==> src/hw/rtl/pstc_pkg.sv <==
// Package for the pressure sensor temperature compensation core.
// Field widths, register codes and the queue entry and coefficient types.
// Depends on nothing; every other file imports it.
`default_nettype none

package pstc_pkg;

	localparam int RAW_W     = 16;
	localparam int COEF_W    = 16;
	localparam int DIFF_W    = 17;
	localparam int PROD_W    = 34;
	localparam int X1_W      = 18;
	localparam int DVS_W     = 19;
	localparam int DMAG_W    = 18;
	localparam int MCMAG_W   = 16;
	localparam int NUM_W     = 27;
	localparam int X2_W      = 28;
	localparam int SUM_W     = 29;
	localparam int TEMP_W    = 24;

	localparam int SHIFT_X1  = 15;
	localparam int SHIFT_MC  = 11;
	localparam int ROUND_ADD = 8;
	localparam int SHIFT_OUT = 4;

	// quotient bits resolved per divider stage
	localparam int DIV_STEP   = 3;
	localparam int DIV_STAGES = NUM_W / DIV_STEP;

	localparam int CFG_IDX_W = 4;
	localparam logic [CFG_IDX_W-1:0] REG_C5 = 4'd0;
	localparam logic [CFG_IDX_W-1:0] REG_C6 = 4'd1;
	localparam logic [CFG_IDX_W-1:0] REG_MC = 4'd2;
	localparam logic [CFG_IDX_W-1:0] REG_MD = 4'd3;

	typedef struct packed {
		logic        [COEF_W-1:0] c5;
		logic        [COEF_W-1:0] c6;
		logic signed [COEF_W-1:0] mc;
		logic signed [COEF_W-1:0] md;
	} coef_t;

	typedef struct packed {
		logic signed [X1_W-1:0]  x1;
		logic signed [DVS_W-1:0] dvs;
		logic                    zero;
	} entry_t;

endpackage

`default_nettype wire

==> src/hw/rtl/pstc_ifs.sv <==
// Channel interfaces of the compensation core: samples, results, register writes.
// Each carries valid, ready and its payload; depends on pstc_pkg.
`default_nettype none

interface pstc_sample_if;
	import pstc_pkg::*;
	logic              valid;
	logic              ready;
	logic [RAW_W-1:0]  raw_temp;
	modport source (output valid, output raw_temp, input ready);
	modport sink   (input valid, input raw_temp, output ready);
endinterface

interface pstc_result_if;
	import pstc_pkg::*;
	logic                     valid;
	logic                     ready;
	logic signed [TEMP_W-1:0] temp_tenths;
	logic                     div_zero;
	modport source (output valid, output temp_tenths, output div_zero, input ready);
	modport sink   (input valid, input temp_tenths, input div_zero, output ready);
endinterface

interface pstc_cfg_if;
	import pstc_pkg::*;
	logic                 valid;
	logic                 ready;
	logic [CFG_IDX_W-1:0] index;
	logic [COEF_W-1:0]    data;
	modport source (output valid, output index, output data, input ready);
	modport sink   (input valid, input index, input data, output ready);
endinterface

`default_nettype wire

==> src/hw/rtl/pstc_front.sv <==
// Front end: accepts raw samples, forms x1 and the divisor, flags a zero divisor.
// Three stall-together stages feeding the queue; depends on pstc_pkg and pstc_ifs.
`default_nettype none

module pstc_front
	import pstc_pkg::*;
(
	input  wire logic      clk,
	input  wire logic      arst_n,
	input  wire coef_t     coef,
	pstc_sample_if.sink    sample,
	output logic           push_valid,
	input  wire logic      push_ready,
	output entry_t         push_data
);

	logic                     v_s1, v_s2, v_s3;
	logic signed [DIFF_W-1:0] diff_s1;
	logic signed [PROD_W-1:0] prod_s2;
	entry_t                   ent_s3;
	logic                     adv;
	logic signed [X1_W-1:0]   x1_w;
	logic signed [DVS_W-1:0]  dvs_w;

	// hold the whole pipe while the last stage waits on the queue
	assign adv          = !v_s3 || push_ready;
	assign sample.ready = adv;

	// dropping the low bits of a two's complement value floors it
	assign x1_w  = prod_s2[SHIFT_X1 +: X1_W];
	assign dvs_w = {x1_w[X1_W-1], x1_w} + {{(DVS_W-COEF_W){coef.md[COEF_W-1]}}, coef.md};

	always_ff @(posedge clk or negedge arst_n) begin
		if (!arst_n) begin
			v_s1 <= 1'b0;
			v_s2 <= 1'b0;
			v_s3 <= 1'b0;
		end else if (adv) begin
			v_s1 <= sample.valid;
			v_s2 <= v_s1;
			v_s3 <= v_s2;
		end
	end

	always_ff @(posedge clk) begin
		if (adv) begin
			diff_s1     <= $signed({1'b0, sample.raw_temp}) - $signed({1'b0, coef.c6});
			prod_s2     <= diff_s1 * $signed({1'b0, coef.c5});
			ent_s3.x1   <= x1_w;
			ent_s3.dvs  <= dvs_w;
			ent_s3.zero <= (dvs_w == '0);
		end
	end

	assign push_valid = v_s3;
	assign push_data  = ent_s3;

	a_hold_on_full: assert property (@(posedge clk) disable iff (!arst_n)
		(v_s3 && !push_ready) |=> (v_s3 && $stable(ent_s3)))
		else $error("front stage changed while the queue was full");

endmodule

`default_nettype wire

==> src/hw/rtl/pstc_fifo.sv <==
// Short queue between front and back end; registers, head read combinationally.
// Depends on pstc_pkg for the entry type.
`default_nettype none

module pstc_fifo
	import pstc_pkg::*;
#(
	parameter int DEPTH = 4
) (
	input  wire logic   clk,
	input  wire logic   arst_n,
	input  wire logic   push_valid,
	output logic        push_ready,
	input  wire entry_t push_data,
	output logic        pop_valid,
	input  wire logic   pop_ready,
	output entry_t      pop_data
);

	localparam int AW = (DEPTH > 1) ? $clog2(DEPTH) : 1;
	localparam int CW = $clog2(DEPTH + 1);
	localparam logic [AW-1:0] LAST = AW'(DEPTH - 1);
	localparam logic [CW-1:0] FULL = CW'(DEPTH);

	entry_t          mem_q [DEPTH];
	logic [AW-1:0]   wr_q, rd_q;
	logic [CW-1:0]   cnt_q;
	logic            push, pop;

	assign push_ready = (cnt_q != FULL);
	assign pop_valid  = (cnt_q != '0);
	assign push       = push_valid && push_ready;
	assign pop        = pop_valid && pop_ready;
	assign pop_data   = mem_q[rd_q];

	always_ff @(posedge clk or negedge arst_n) begin
		if (!arst_n) begin
			wr_q  <= '0;
			rd_q  <= '0;
			cnt_q <= '0;
		end else begin
			if (push) begin
				wr_q <= (wr_q == LAST) ? '0 : wr_q + 1'b1;
			end
			if (pop) begin
				rd_q <= (rd_q == LAST) ? '0 : rd_q + 1'b1;
			end
			if (push && !pop) begin
				cnt_q <= cnt_q + 1'b1;
			end else if (pop && !push) begin
				cnt_q <= cnt_q - 1'b1;
			end
		end
	end

	always_ff @(posedge clk) begin
		if (push) begin
			mem_q[wr_q] <= push_data;
		end
	end

	a_cnt_bound: assert property (@(posedge clk) disable iff (!arst_n)
		cnt_q <= FULL)
		else $error("queue count beyond depth");

	a_cnt_up: assert property (@(posedge clk) disable iff (!arst_n)
		(push && !pop) |=> (cnt_q == $past(cnt_q) + 1'b1))
		else $error("queue count missed a request");

endmodule

`default_nettype wire

==> src/hw/rtl/pstc_back.sv <==
// Back end: pipelined restoring divider for x2, then b5 and the rounded result.
// Stalls as a whole on the output register; depends on pstc_pkg and pstc_ifs.
`default_nettype none

module pstc_back
	import pstc_pkg::*;
(
	input  wire logic      clk,
	input  wire logic      arst_n,
	input  wire coef_t     coef,
	input  wire logic      pop_valid,
	output logic           pop_ready,
	input  wire entry_t    pop_data,
	pstc_result_if.source  result
);

	localparam int NS = DIV_STAGES;

	typedef struct packed {
		logic [DMAG_W-1:0] rem;
		logic [NUM_W-1:0]  nq;
	} div_t;

	function automatic div_t div_steps(div_t cur, logic [DMAG_W-1:0] dvs);
		div_t            nxt;
		logic [DMAG_W:0] trial;
		nxt = cur;
		for (int i = 0; i < DIV_STEP; i++) begin
			trial  = {nxt.rem, nxt.nq[NUM_W-1]};
			nxt.nq = {nxt.nq[NUM_W-2:0], 1'b0};
			if (trial >= {1'b0, dvs}) begin
				trial     = trial - {1'b0, dvs};
				nxt.nq[0] = 1'b1;
			end
			nxt.rem = trial[DMAG_W-1:0];
		end
		return nxt;
	endfunction

	logic                      en;
	logic [NS:0]               v_d;
	div_t                      dv_d   [NS+1];
	logic [DMAG_W-1:0]         dmag_d [NS];
	logic signed [X1_W-1:0]    x1_d   [NS+1];
	logic [NS:0]               neg_d;
	logic [NS:0]               zero_d;

	logic                      v_f;
	logic signed [X2_W-1:0]    x2_f;
	logic signed [X1_W-1:0]    x1_f;
	logic                      zero_f;

	logic                      valid_q;
	logic signed [TEMP_W-1:0]  temp_q;
	logic                      dz_q;

	logic signed [DVS_W-1:0]   dneg_w;
	logic [MCMAG_W-1:0]        mcmag_w;
	logic signed [COEF_W:0]    mcneg_w;
	logic signed [SUM_W-1:0]   sum_w;

	// advance everything unless a result waits at the output
	assign en        = !valid_q || result.ready;
	assign pop_ready = en;

	assign dneg_w  = -pop_data.dvs;
	assign mcneg_w = -{coef.mc[COEF_W-1], coef.mc};
	assign mcmag_w = coef.mc[COEF_W-1] ? mcneg_w[MCMAG_W-1:0] : coef.mc;

	always_ff @(posedge clk or negedge arst_n) begin
		if (!arst_n) begin
			v_d     <= '0;
			v_f     <= 1'b0;
			valid_q <= 1'b0;
		end else if (en) begin
			v_d     <= {v_d[NS-1:0], pop_valid};
			v_f     <= v_d[NS];
			valid_q <= v_f;
		end
	end

	// entry stage takes magnitudes and quotient sign, then the divider stages follow
	always_ff @(posedge clk) begin
		if (en) begin
			dmag_d[0]  <= pop_data.dvs[DVS_W-1] ? dneg_w[DMAG_W-1:0]
			                                    : pop_data.dvs[DMAG_W-1:0];
			dv_d[0].rem <= '0;
			dv_d[0].nq  <= {mcmag_w, {SHIFT_MC{1'b0}}};
			neg_d[0]   <= coef.mc[COEF_W-1] ^ pop_data.dvs[DVS_W-1];
			x1_d[0]    <= pop_data.x1;
			zero_d[0]  <= pop_data.zero;
			for (int k = 0; k < NS; k++) begin
				dv_d[k+1]   <= div_steps(dv_d[k], dmag_d[k]);
				neg_d[k+1]  <= neg_d[k];
				x1_d[k+1]   <= x1_d[k];
				zero_d[k+1] <= zero_d[k];
			end
			for (int k = 0; k < NS - 1; k++) begin
				dmag_d[k+1] <= dmag_d[k];
			end
		end
	end

	assign sum_w = {{(SUM_W-X1_W){x1_f[X1_W-1]}}, x1_f}
	             + {x2_f[X2_W-1], x2_f}
	             + SUM_W'(ROUND_ADD);

	always_ff @(posedge clk) begin
		if (en) begin
			x2_f   <= neg_d[NS] ? -$signed({1'b0, dv_d[NS].nq})
			                    : $signed({1'b0, dv_d[NS].nq});
			x1_f   <= x1_d[NS];
			zero_f <= zero_d[NS];
			temp_q <= zero_f ? '0 : sum_w[SHIFT_OUT +: TEMP_W];
			dz_q   <= zero_f;
		end
	end

	assign result.valid       = valid_q;
	assign result.temp_tenths = temp_q;
	assign result.div_zero    = dz_q;

	a_pop_lands: assert property (@(posedge clk) disable iff (!arst_n)
		(pop_valid && pop_ready) |=> v_d[0])
		else $error("popped request lost at divider entry");

	a_zero_clear: assert property (@(posedge clk) disable iff (!arst_n)
		(valid_q && dz_q) |-> (temp_q == '0))
		else $error("zero divisor result not cleared");

endmodule

`default_nettype wire

==> src/hw/rtl/pressure_sensor_temp_compensation_core.sv <==
// Top level of the temperature compensation core: coefficient registers,
// front end, queue and divider back end. Depends on pstc_pkg, pstc_ifs and all modules.
//
//  channel  | dir | payload                         | accepted when
//  ---------+-----+---------------------------------+----------------------------
//  sample   | in  | raw_temp[15:0]                  | sample.valid && sample.ready
//  result   | out | temp_tenths[23:0], div_zero     | result.valid && result.ready
//  cfg      | in  | index[3:0], data[15:0]          | cfg.valid && cfg.ready
//
// One sample per cycle sustained while result.ready holds. After its sample is accepted,
// a result passes through 16 registers: three front stages, one in the queue, the entry
// stage, nine divider stages of three quotient bits each, the sign fix and the output
// register. Reset clears only control state; coefficients reset to zero, no clearing
// pass. A stalled result holds the back end; the queue then fills and the front end
// drops sample.ready.
`default_nettype none

module pressure_sensor_temp_compensation_core
	import pstc_pkg::*;
#(
	parameter int QUEUE_DEPTH = 4
) (
	input  wire logic     clk,
	input  wire logic     arst_n,
	pstc_sample_if.sink   sample,
	pstc_result_if.source result,
	pstc_cfg_if.sink      cfg
);

	coef_t  coef_q;
	logic   q_push_valid, q_push_ready;
	entry_t q_push_data;
	logic   q_pop_valid, q_pop_ready;
	entry_t q_pop_data;

	assign cfg.ready = 1'b1;

	always_ff @(posedge clk or negedge arst_n) begin
		if (!arst_n) begin
			coef_q <= '0;
		end else if (cfg.valid) begin
			unique case (cfg.index)
				REG_C5:  coef_q.c5 <= cfg.data;
				REG_C6:  coef_q.c6 <= cfg.data;
				REG_MC:  coef_q.mc <= cfg.data;
				REG_MD:  coef_q.md <= cfg.data;
				default: ;
			endcase
		end
	end

	pstc_front u_front (
		.clk        (clk),
		.arst_n     (arst_n),
		.coef       (coef_q),
		.sample     (sample),
		.push_valid (q_push_valid),
		.push_ready (q_push_ready),
		.push_data  (q_push_data)
	);

	pstc_fifo #(
		.DEPTH (QUEUE_DEPTH)
	) u_fifo (
		.clk        (clk),
		.arst_n     (arst_n),
		.push_valid (q_push_valid),
		.push_ready (q_push_ready),
		.push_data  (q_push_data),
		.pop_valid  (q_pop_valid),
		.pop_ready  (q_pop_ready),
		.pop_data   (q_pop_data)
	);

	pstc_back u_back (
		.clk       (clk),
		.arst_n    (arst_n),
		.coef      (coef_q),
		.pop_valid (q_pop_valid),
		.pop_ready (q_pop_ready),
		.pop_data  (q_pop_data),
		.result    (result)
	);

endmodule

`default_nettype wire
==> src/flat_wrapper.sv <==
// flat-port wrapper written by rule: the top's interface ports become plain ports
module pressure_sensor_temp_compensation_core_flat import pstc_pkg::*;
#(
	parameter int QUEUE_DEPTH = 4
)
  (clk, arst_n, sample_valid, sample_raw_temp, sample_ready, result_valid, result_temp_tenths, result_div_zero, result_ready, cfg_valid, cfg_index, cfg_data, cfg_ready);
  pstc_sample_if sample_i ();
  pstc_result_if result_i ();
  pstc_cfg_if cfg_i ();
  input  wire logic clk;
  input  wire logic arst_n;
  input wire logic [$bits(sample_i.valid)-1:0] sample_valid;
  input wire logic [$bits(sample_i.raw_temp)-1:0] sample_raw_temp;
  output wire logic [$bits(sample_i.ready)-1:0] sample_ready;
  output wire logic [$bits(result_i.valid)-1:0] result_valid;
  output wire logic [$bits(result_i.temp_tenths)-1:0] result_temp_tenths;
  output wire logic [$bits(result_i.div_zero)-1:0] result_div_zero;
  input wire logic [$bits(result_i.ready)-1:0] result_ready;
  input wire logic [$bits(cfg_i.valid)-1:0] cfg_valid;
  input wire logic [$bits(cfg_i.index)-1:0] cfg_index;
  input wire logic [$bits(cfg_i.data)-1:0] cfg_data;
  output wire logic [$bits(cfg_i.ready)-1:0] cfg_ready;
  assign sample_i.valid = sample_valid;
  assign sample_i.raw_temp = sample_raw_temp;
  assign sample_ready = sample_i.ready;
  assign result_valid = result_i.valid;
  assign result_temp_tenths = result_i.temp_tenths;
  assign result_div_zero = result_i.div_zero;
  assign result_i.ready = result_ready;
  assign cfg_i.valid = cfg_valid;
  assign cfg_i.index = cfg_index;
  assign cfg_i.data = cfg_data;
  assign cfg_ready = cfg_i.ready;
  pressure_sensor_temp_compensation_core #(.QUEUE_DEPTH(QUEUE_DEPTH)) u_core (.clk(clk), .arst_n(arst_n), .sample(sample_i), .result(result_i), .cfg(cfg_i));
endmodule
==> config.mk <==
export PLATFORM = sky130hd
export DESIGN_NAME = pressure_sensor_temp_compensation_core_flat
export DESIGN_NICKNAME = d
export VERILOG_FILES = /design/src/hw/rtl/pstc_pkg.sv /design/src/hw/rtl/pstc_ifs.sv /design/src/hw/rtl/pstc_front.sv /design/src/hw/rtl/pstc_fifo.sv /design/src/hw/rtl/pstc_back.sv /design/src/hw/rtl/pressure_sensor_temp_compensation_core.sv /design/src/flat_wrapper.sv
export SDC_FILE = /design/constraint.sdc
export NUM_CORES = 2
export LEC_CHECK = 0
export BUFFER_PORTS_ARGS = -buffer_cell sky130_fd_sc_hd__buf_2
export CELL_PAD_IN_SITES_DETAIL_PLACEMENT = 0
export CELL_PAD_IN_SITES_GLOBAL_PLACEMENT = 1
export CORE_UTILIZATION = 30
export DETAILED_ROUTE_END_ITERATION = 12
export PLACE_DENSITY_LB_ADDON = 0.1
export SYNTH_ARGS = -nofsm -noshare
export SYNTH_HDL_FRONTEND = slang
export SYNTH_SLANG_ARGS = --single-unit
==> constraint.sdc <==
create_clock -name clk -period 63.3 [get_ports clk]
set_input_delay 0 -clock clk [delete_from_list [all_inputs] [get_ports clk]]
set_output_delay 0 -clock clk [all_outputs]
set_load 0.01 [all_outputs]
* Word level (Yosys, flattened, before mapping)
Memories as Yosys holds them, arrays and structs flattened. A register that Yosys moved wholly into a read port is not among the register bits.
Cells that the tools add are included.
** Operators by class
- Add/sub/neg operators :: 38
- Multipliers :: 1
- $lt $le $gt $ge :: 27
- Equal/unequal tests :: 6
- Muxes and demuxes :: 119
- Bitwise operators :: 1
- Reduce and logical (&&, ||, !) cells :: 18
** Operators by type and width (count)
- 2-to-1 mux 18 bit :: 55
- >= comparator 19 x 18 -> 1 bit :: 27
- subtractor 18 bit :: 27
- 2-to-1 mux 1 bit :: 58
- multiplier 17 x 17 -> 33 bit :: 1
- adder 18 x 28 -> 28 bit :: 1
- adder 28 x 4 -> 28 bit (second input constant) :: 1
- negation 27 -> 28 bit :: 1
- 2-to-1 mux 27 bit :: 1
- adder 18 x 16 -> 19 bit :: 1
- zero test 19 bit :: 1
- negation 18 bit :: 1
- subtractor 16 x 16 -> 17 bit :: 1
- 2-to-1 mux 16 bit :: 1
- negation 16 bit :: 1
- == test 4 x 2 -> 1 bit (second input constant) :: 2
- AND reduction 2 bit :: 4
- 2-to-1 mux 3 bit :: 2
- adder 2 x 1 -> 2 bit (second input constant) :: 2
- == test 2 bit (second input constant) :: 2
- == test 4 x 1 -> 1 bit (second input constant) :: 1
- logical AND 1 bit :: 4
- zero test 1 bit :: 4
- zero test 4 bit :: 1
- 8 further kinds :: 10
** Word-level totals
- Flip-flop bits (word level) :: 248
- Bits in writable memories :: 944
- Bits of input ports :: 41
- Output and inout port bits :: 28
- Logic and storage cells :: 239
- Memories kept :: 4
** Memories
- u_core.u_back.dv_d :: words 10, width 45, read ports 10, clocked after Yosys merged registers in 0, write ports 10, line pstc_back.sv:42 : div_t dv_d [NS+1];
- u_core.u_back.x1_d :: words 10, width 18, read ports 10, clocked after Yosys merged registers in 1, write ports 10, line pstc_back.sv:44 : logic signed [X1_W-1:0] x1_d [NS+1];
- u_core.u_back.dmag_d :: words 9, width 18, read ports 9, clocked after Yosys merged registers in 0, write ports 9, line pstc_back.sv:43 : logic [DMAG_W-1:0] dmag_d [NS];
- u_core.u_fifo.mem_q :: words 4, width 38, read ports 1, clocked after Yosys merged registers in 0, write ports 1, line pstc_fifo.sv:25 : entry_t mem_q [DEPTH];

* Logic depth before layout (Yosys ltp)
An unclocked memory read counts as a cell.
- Depth after elaboration :: 10
- Mapped depth :: 39

* Hierarchy
Synthesis repeated with hierarchy kept, for this count alone.
** Second synthesis, totals
- Cells, all modules :: 6619
- Area, all modules :: 74380.1 um2
** Modules (own cells, without submodules)
- pstc_back :: times used 1, cells an instance 4837, area each 52160.0 um2
- pstc_front :: times used 1, cells an instance 1405, area each 13787.0 um2
- pstc_fifo :: times used 1, cells an instance 236, area each 5970.7 um2
- pressure_sensor_temp_compensation_core :: times used 1, cells an instance 141, area each 2462.4 um2

* Least setup slack after synthesis
Ideal clock, no wire load.
- Path type :: flip-flop to flip-flop
- From :: register u_core.u_back.valid_q, in the netlist u_core.u_back.result.valid
- To :: register u_core.u_back.v_d[2]
- Arrival :: 24007 ps
- Setup slack :: 39117 ps
- Stages on the path, launching flop included :: 4
- Path buffers :: 1
- Path through :: dfrtp_1 -> nand2b_1 -> buf_1 -> mux2_2
** Between the ends
- Longest elaborated chain between the ends :: 2
** Ends and longest elaborated chain
- start: declaration :: line pstc_back.sv:53 : logic valid_q;
- start signal: assignment :: line pstc_back.sv:78 : valid_q <= v_f;
- zero test 1 bit :: line pstc_back.sv:63 : assign en = !valid_q || result.ready;
- logical OR 1 bit :: line pstc_back.sv:63
- end signal: assignment :: line pstc_back.sv:76 : v_d <= {v_d[NS-1:0], pop_valid};
- end: declaration :: line pstc_back.sv:41 : logic [NS:0] v_d;
No other way between the ends.
A chain may end at the register's enable or synchronous reset.

==> impl_metrics.json <==
{
  "outcome": "completed",
  "busiest_layer": "met2",
  "rr_startpoint": "u_core.u_back.dmag_d[0][127]",
  "grt_pass1_wl_um": 306100,
  "yosysMostFrequentCell": "edfxtp_1",
  "yosysWarningCount": 0,
  "place_congestion": 0.8234,
  "num_vias": 48662,
  "worstHoldStart": "cfg_data[2]",
  "dp_worst_setup_slack_ps": 53240,
  "port_buffers": 67,
  "synth_mux_area_frac": 0.06387,
  "slew_viol_final": 0,
  "holdWs_ps": 152.9,
  "cp_data_arrival_time_ps": 10620,
  "ys.flop_type": "edfxtp_1",
  "synth_fa_ha_area_frac": 0.1871,
  "critPathLaunchType": "flip-flop",
  "post_cts_buffers": 0,
  "ys_top_cells_by_count": "edfxtp_1, inv_1, ha_1",
  "clk_pin_slew_worst_paths_ps": 70,
  "area_delta_synth_final_pct": 12.53,
  "nNetsFinal": 7705,
  "cp_slowest_cell": "or4b_1",
  "firstDrtPassIters": 5,
  "io_pins": 69,
  "finalWorstSetupSlack_ps": 53220,
  "cts_buffers": 135,
  "timing.fmax_ghz": 0.09922,
  "crit_start": "u_core.u_back.dmag_d[0][127]",
  "synth-seq-area-share": 0.4292,
  "max_slew_margin": 0.1879,
  "synthArstFlopShare": 0.08000,
  "gr-usage-met2": 0.2747,
  "grt_pass1_vias": 50165,
  "setup_tns_ps": 0,
  "syn_inst": 6553,
  "synth_nets": 7527,
  "fin_cells": 10062,
  "grt_max_degree": 150,
  "ys_types": 106,
  "hp-class": "in -> reg",
  "synth_top_area_cell": "edfxtp_1",
  "hold_viol_final": 0,
  "path_class": "reg -> reg",
  "tightest_slew_ps": 1218,
  "synth_edf_count": 989,
  "die_w_um": 499.3,
  "via_per_inst": 4.836,
  "synthSimpleGateAreaFrac": 0.09747,
  "slowest_delay_ps": 870,
  "dieArea_um2": 249300,
  "cts.sink_count": 1075,
  "dieHeight_um": 499.3,
  "drive_above_1_share": 0.1044,
  "critPathRequiredTime_ps": 63840,
  "clk-insertion-delay-late_ps": 800,
  "grt_antenna_before_repair": 13,
  "path_max_fanout": 30,
  "synthesis.area_um2": 74210,
  "fin_crit_sh": 0.1592,
  "synth_top_area_frac": 0.4002,
  "ff2ff_path_depth": 32,
  "synth_compound_area_frac": 0.1225,
  "maxCapViolCount": 0,
  "ant_nets": 0,
  "hpwl_um": 154200,
  "synthTopCellsByArea": "edfxtp_1, ha_1, fa_1",
  "cts_resized": 0,
  "synth_top_family_by_area": "adder cells",
  "placed_cells": 9752,
  "synth_area_per_cell_um2": 11.32,
  "cts_root_buf": "clkbuf_16",
  "coreArea_um2": 245900,
  "overflow": 0,
  "synth-xor-area-share": 0.05642,
  "wl_per_cell_um": 19.74,
  "cts_tree": "built",
  "start_util": 0.3017,
  "endpoint_kind": "flip-flop",
  "setup_viol_count_final": 0,
  "drtIter0Drc": 2490,
  "grtUsageMet3": 0.01813,
  "period_needed_ps": 10080,
  "cts_max_level": 4,
  "grtUsageTotal": 0.1591,
  "holdPathStages": 3,
  "grt_use_met1": 0.2123,
  "fillers": 24692,
  "drcViolationCount": 0,
  "rsz0062_at_grt": "false",
  "finClkSkew_ps": 53.68,
  "synth_seq_cells": 1075,
  "wl_um": 198700,
  "num_rows": 182,
  "clk_path_buf_depth": 3
}
==> what timing repair did <==
item                       in CTS  in global routing
hold endpoints to repair      175                  0
setup endpoints to repair       0                  0
hold buffers                   62                  0
==> registers in the layout (all words and copies together) (netlist names), 17 cells and up <==
signal                            flops
u_core.u_fifo.mem_q                 152
u_core.coef_q                        64
u_core.u_front.diff_s1               17
u_core.u_back.x1_d                  180
u_core.u_front.prod_s2               18
u_core.u_back.x2_f                   28
u_core.u_back.dmag_d                162
u_core.u_back.result.temp_tenths     24
u_core.u_back.x1_f                   18
u_core.u_front.push_data             38
u_core.u_back.dv_d                  330
==> kinds of logic after synthesis <==
group / count (synthesis)
simple gates: 1480
compound gates: 1365
flops: 1075
fa+ha+maj: 933
buf+inv: 837
xor+xnor: 478
mux: 384
other cells: 1
==> final cells by class <==
| type | instances | area (um2) | area share |
|---|---|---|---|
| tap | 3220 | 4029 | 0.04825 |
| multi-input combinational | 4641 | 39220 | 0.4696 |
| sequential | 1075 | 31850 | 0.3814 |
| antenna | 3 | 7.507 | 0.00008990 |
| inverter | 711 | 2669 | 0.03196 |
| clock buffer | 167 | 3560 | 0.04263 |
| timing repair buffer | 167 | 1266 | 0.01516 |
| clock inverter | 78 | 907.1 | 0.01086 |
==> worst max-delay path: cells and delay by family (launching register included) <==
family,cells,cell delay [ps]
buf+inv,3,360
fa+ha+maj,3,1000
simple gates,7,2790
compound gates,18,4780
mux,1,400
flops,1,440
==> routing by layer <==
layer,vias up,part of all wire
li1,23997,-
met1,23871,0.47
met2,588,0.49
met3,206,0.027
met4,0,0.018
met5,-,0
==> path summary, 6_finish.rpt <==
check	end	slack, ps
worst min register to register	u_core.u_back.dv_d[1][25]	390
worst min-delay path	u_core.coef_q[2]	150
worst max-delay path	u_core.u_back.dv_d[8][31]	53220
max in group asynchronous	u_core.coef_q[32]	62070
min in group asynchronous	u_core.coef_q[15]	270
worst max register to register	u_core.u_back.dv_d[8][31]	53220
==> placed cells by master (no fill, tap or decap), types with 70 or more instances in the layout <==
| cell | n |
|---|---|
| nor2b_1 | 83 |
| o21ai_0 | 295 |
| o21a_1 | 70 |
| xnor2_1 | 333 |
| xor2_1 | 145 |
| mux2_2 | 275 |
| inv_1 | 702 |
| clkbuf_16 | 136 |
| nand2_1 | 478 |
| dfrtp_1 | 85 |
| and2_1 | 134 |
| edfxtp_1 | 989 |
| nor2_1 | 308 |
| nor3_1 | 90 |
| a21oi_1 | 343 |
| fa_1 | 294 |
| ha_1 | 639 |
| a21o_1 | 185 |
==> through the flow <==
step / cell area, um2 / util
floorplan: 74210 / -
global placement: 78390 / 0.3188
detailed placement: 78390 / 0.3188
CTS: 83490 / 0.3395
global route: 83500 / 0.3395
finish: 83510 / 0.3395
Power is left out: the tool's default activity adds up to more than one toggle a clock period on the data nets, which glitch-free logic cannot reach.
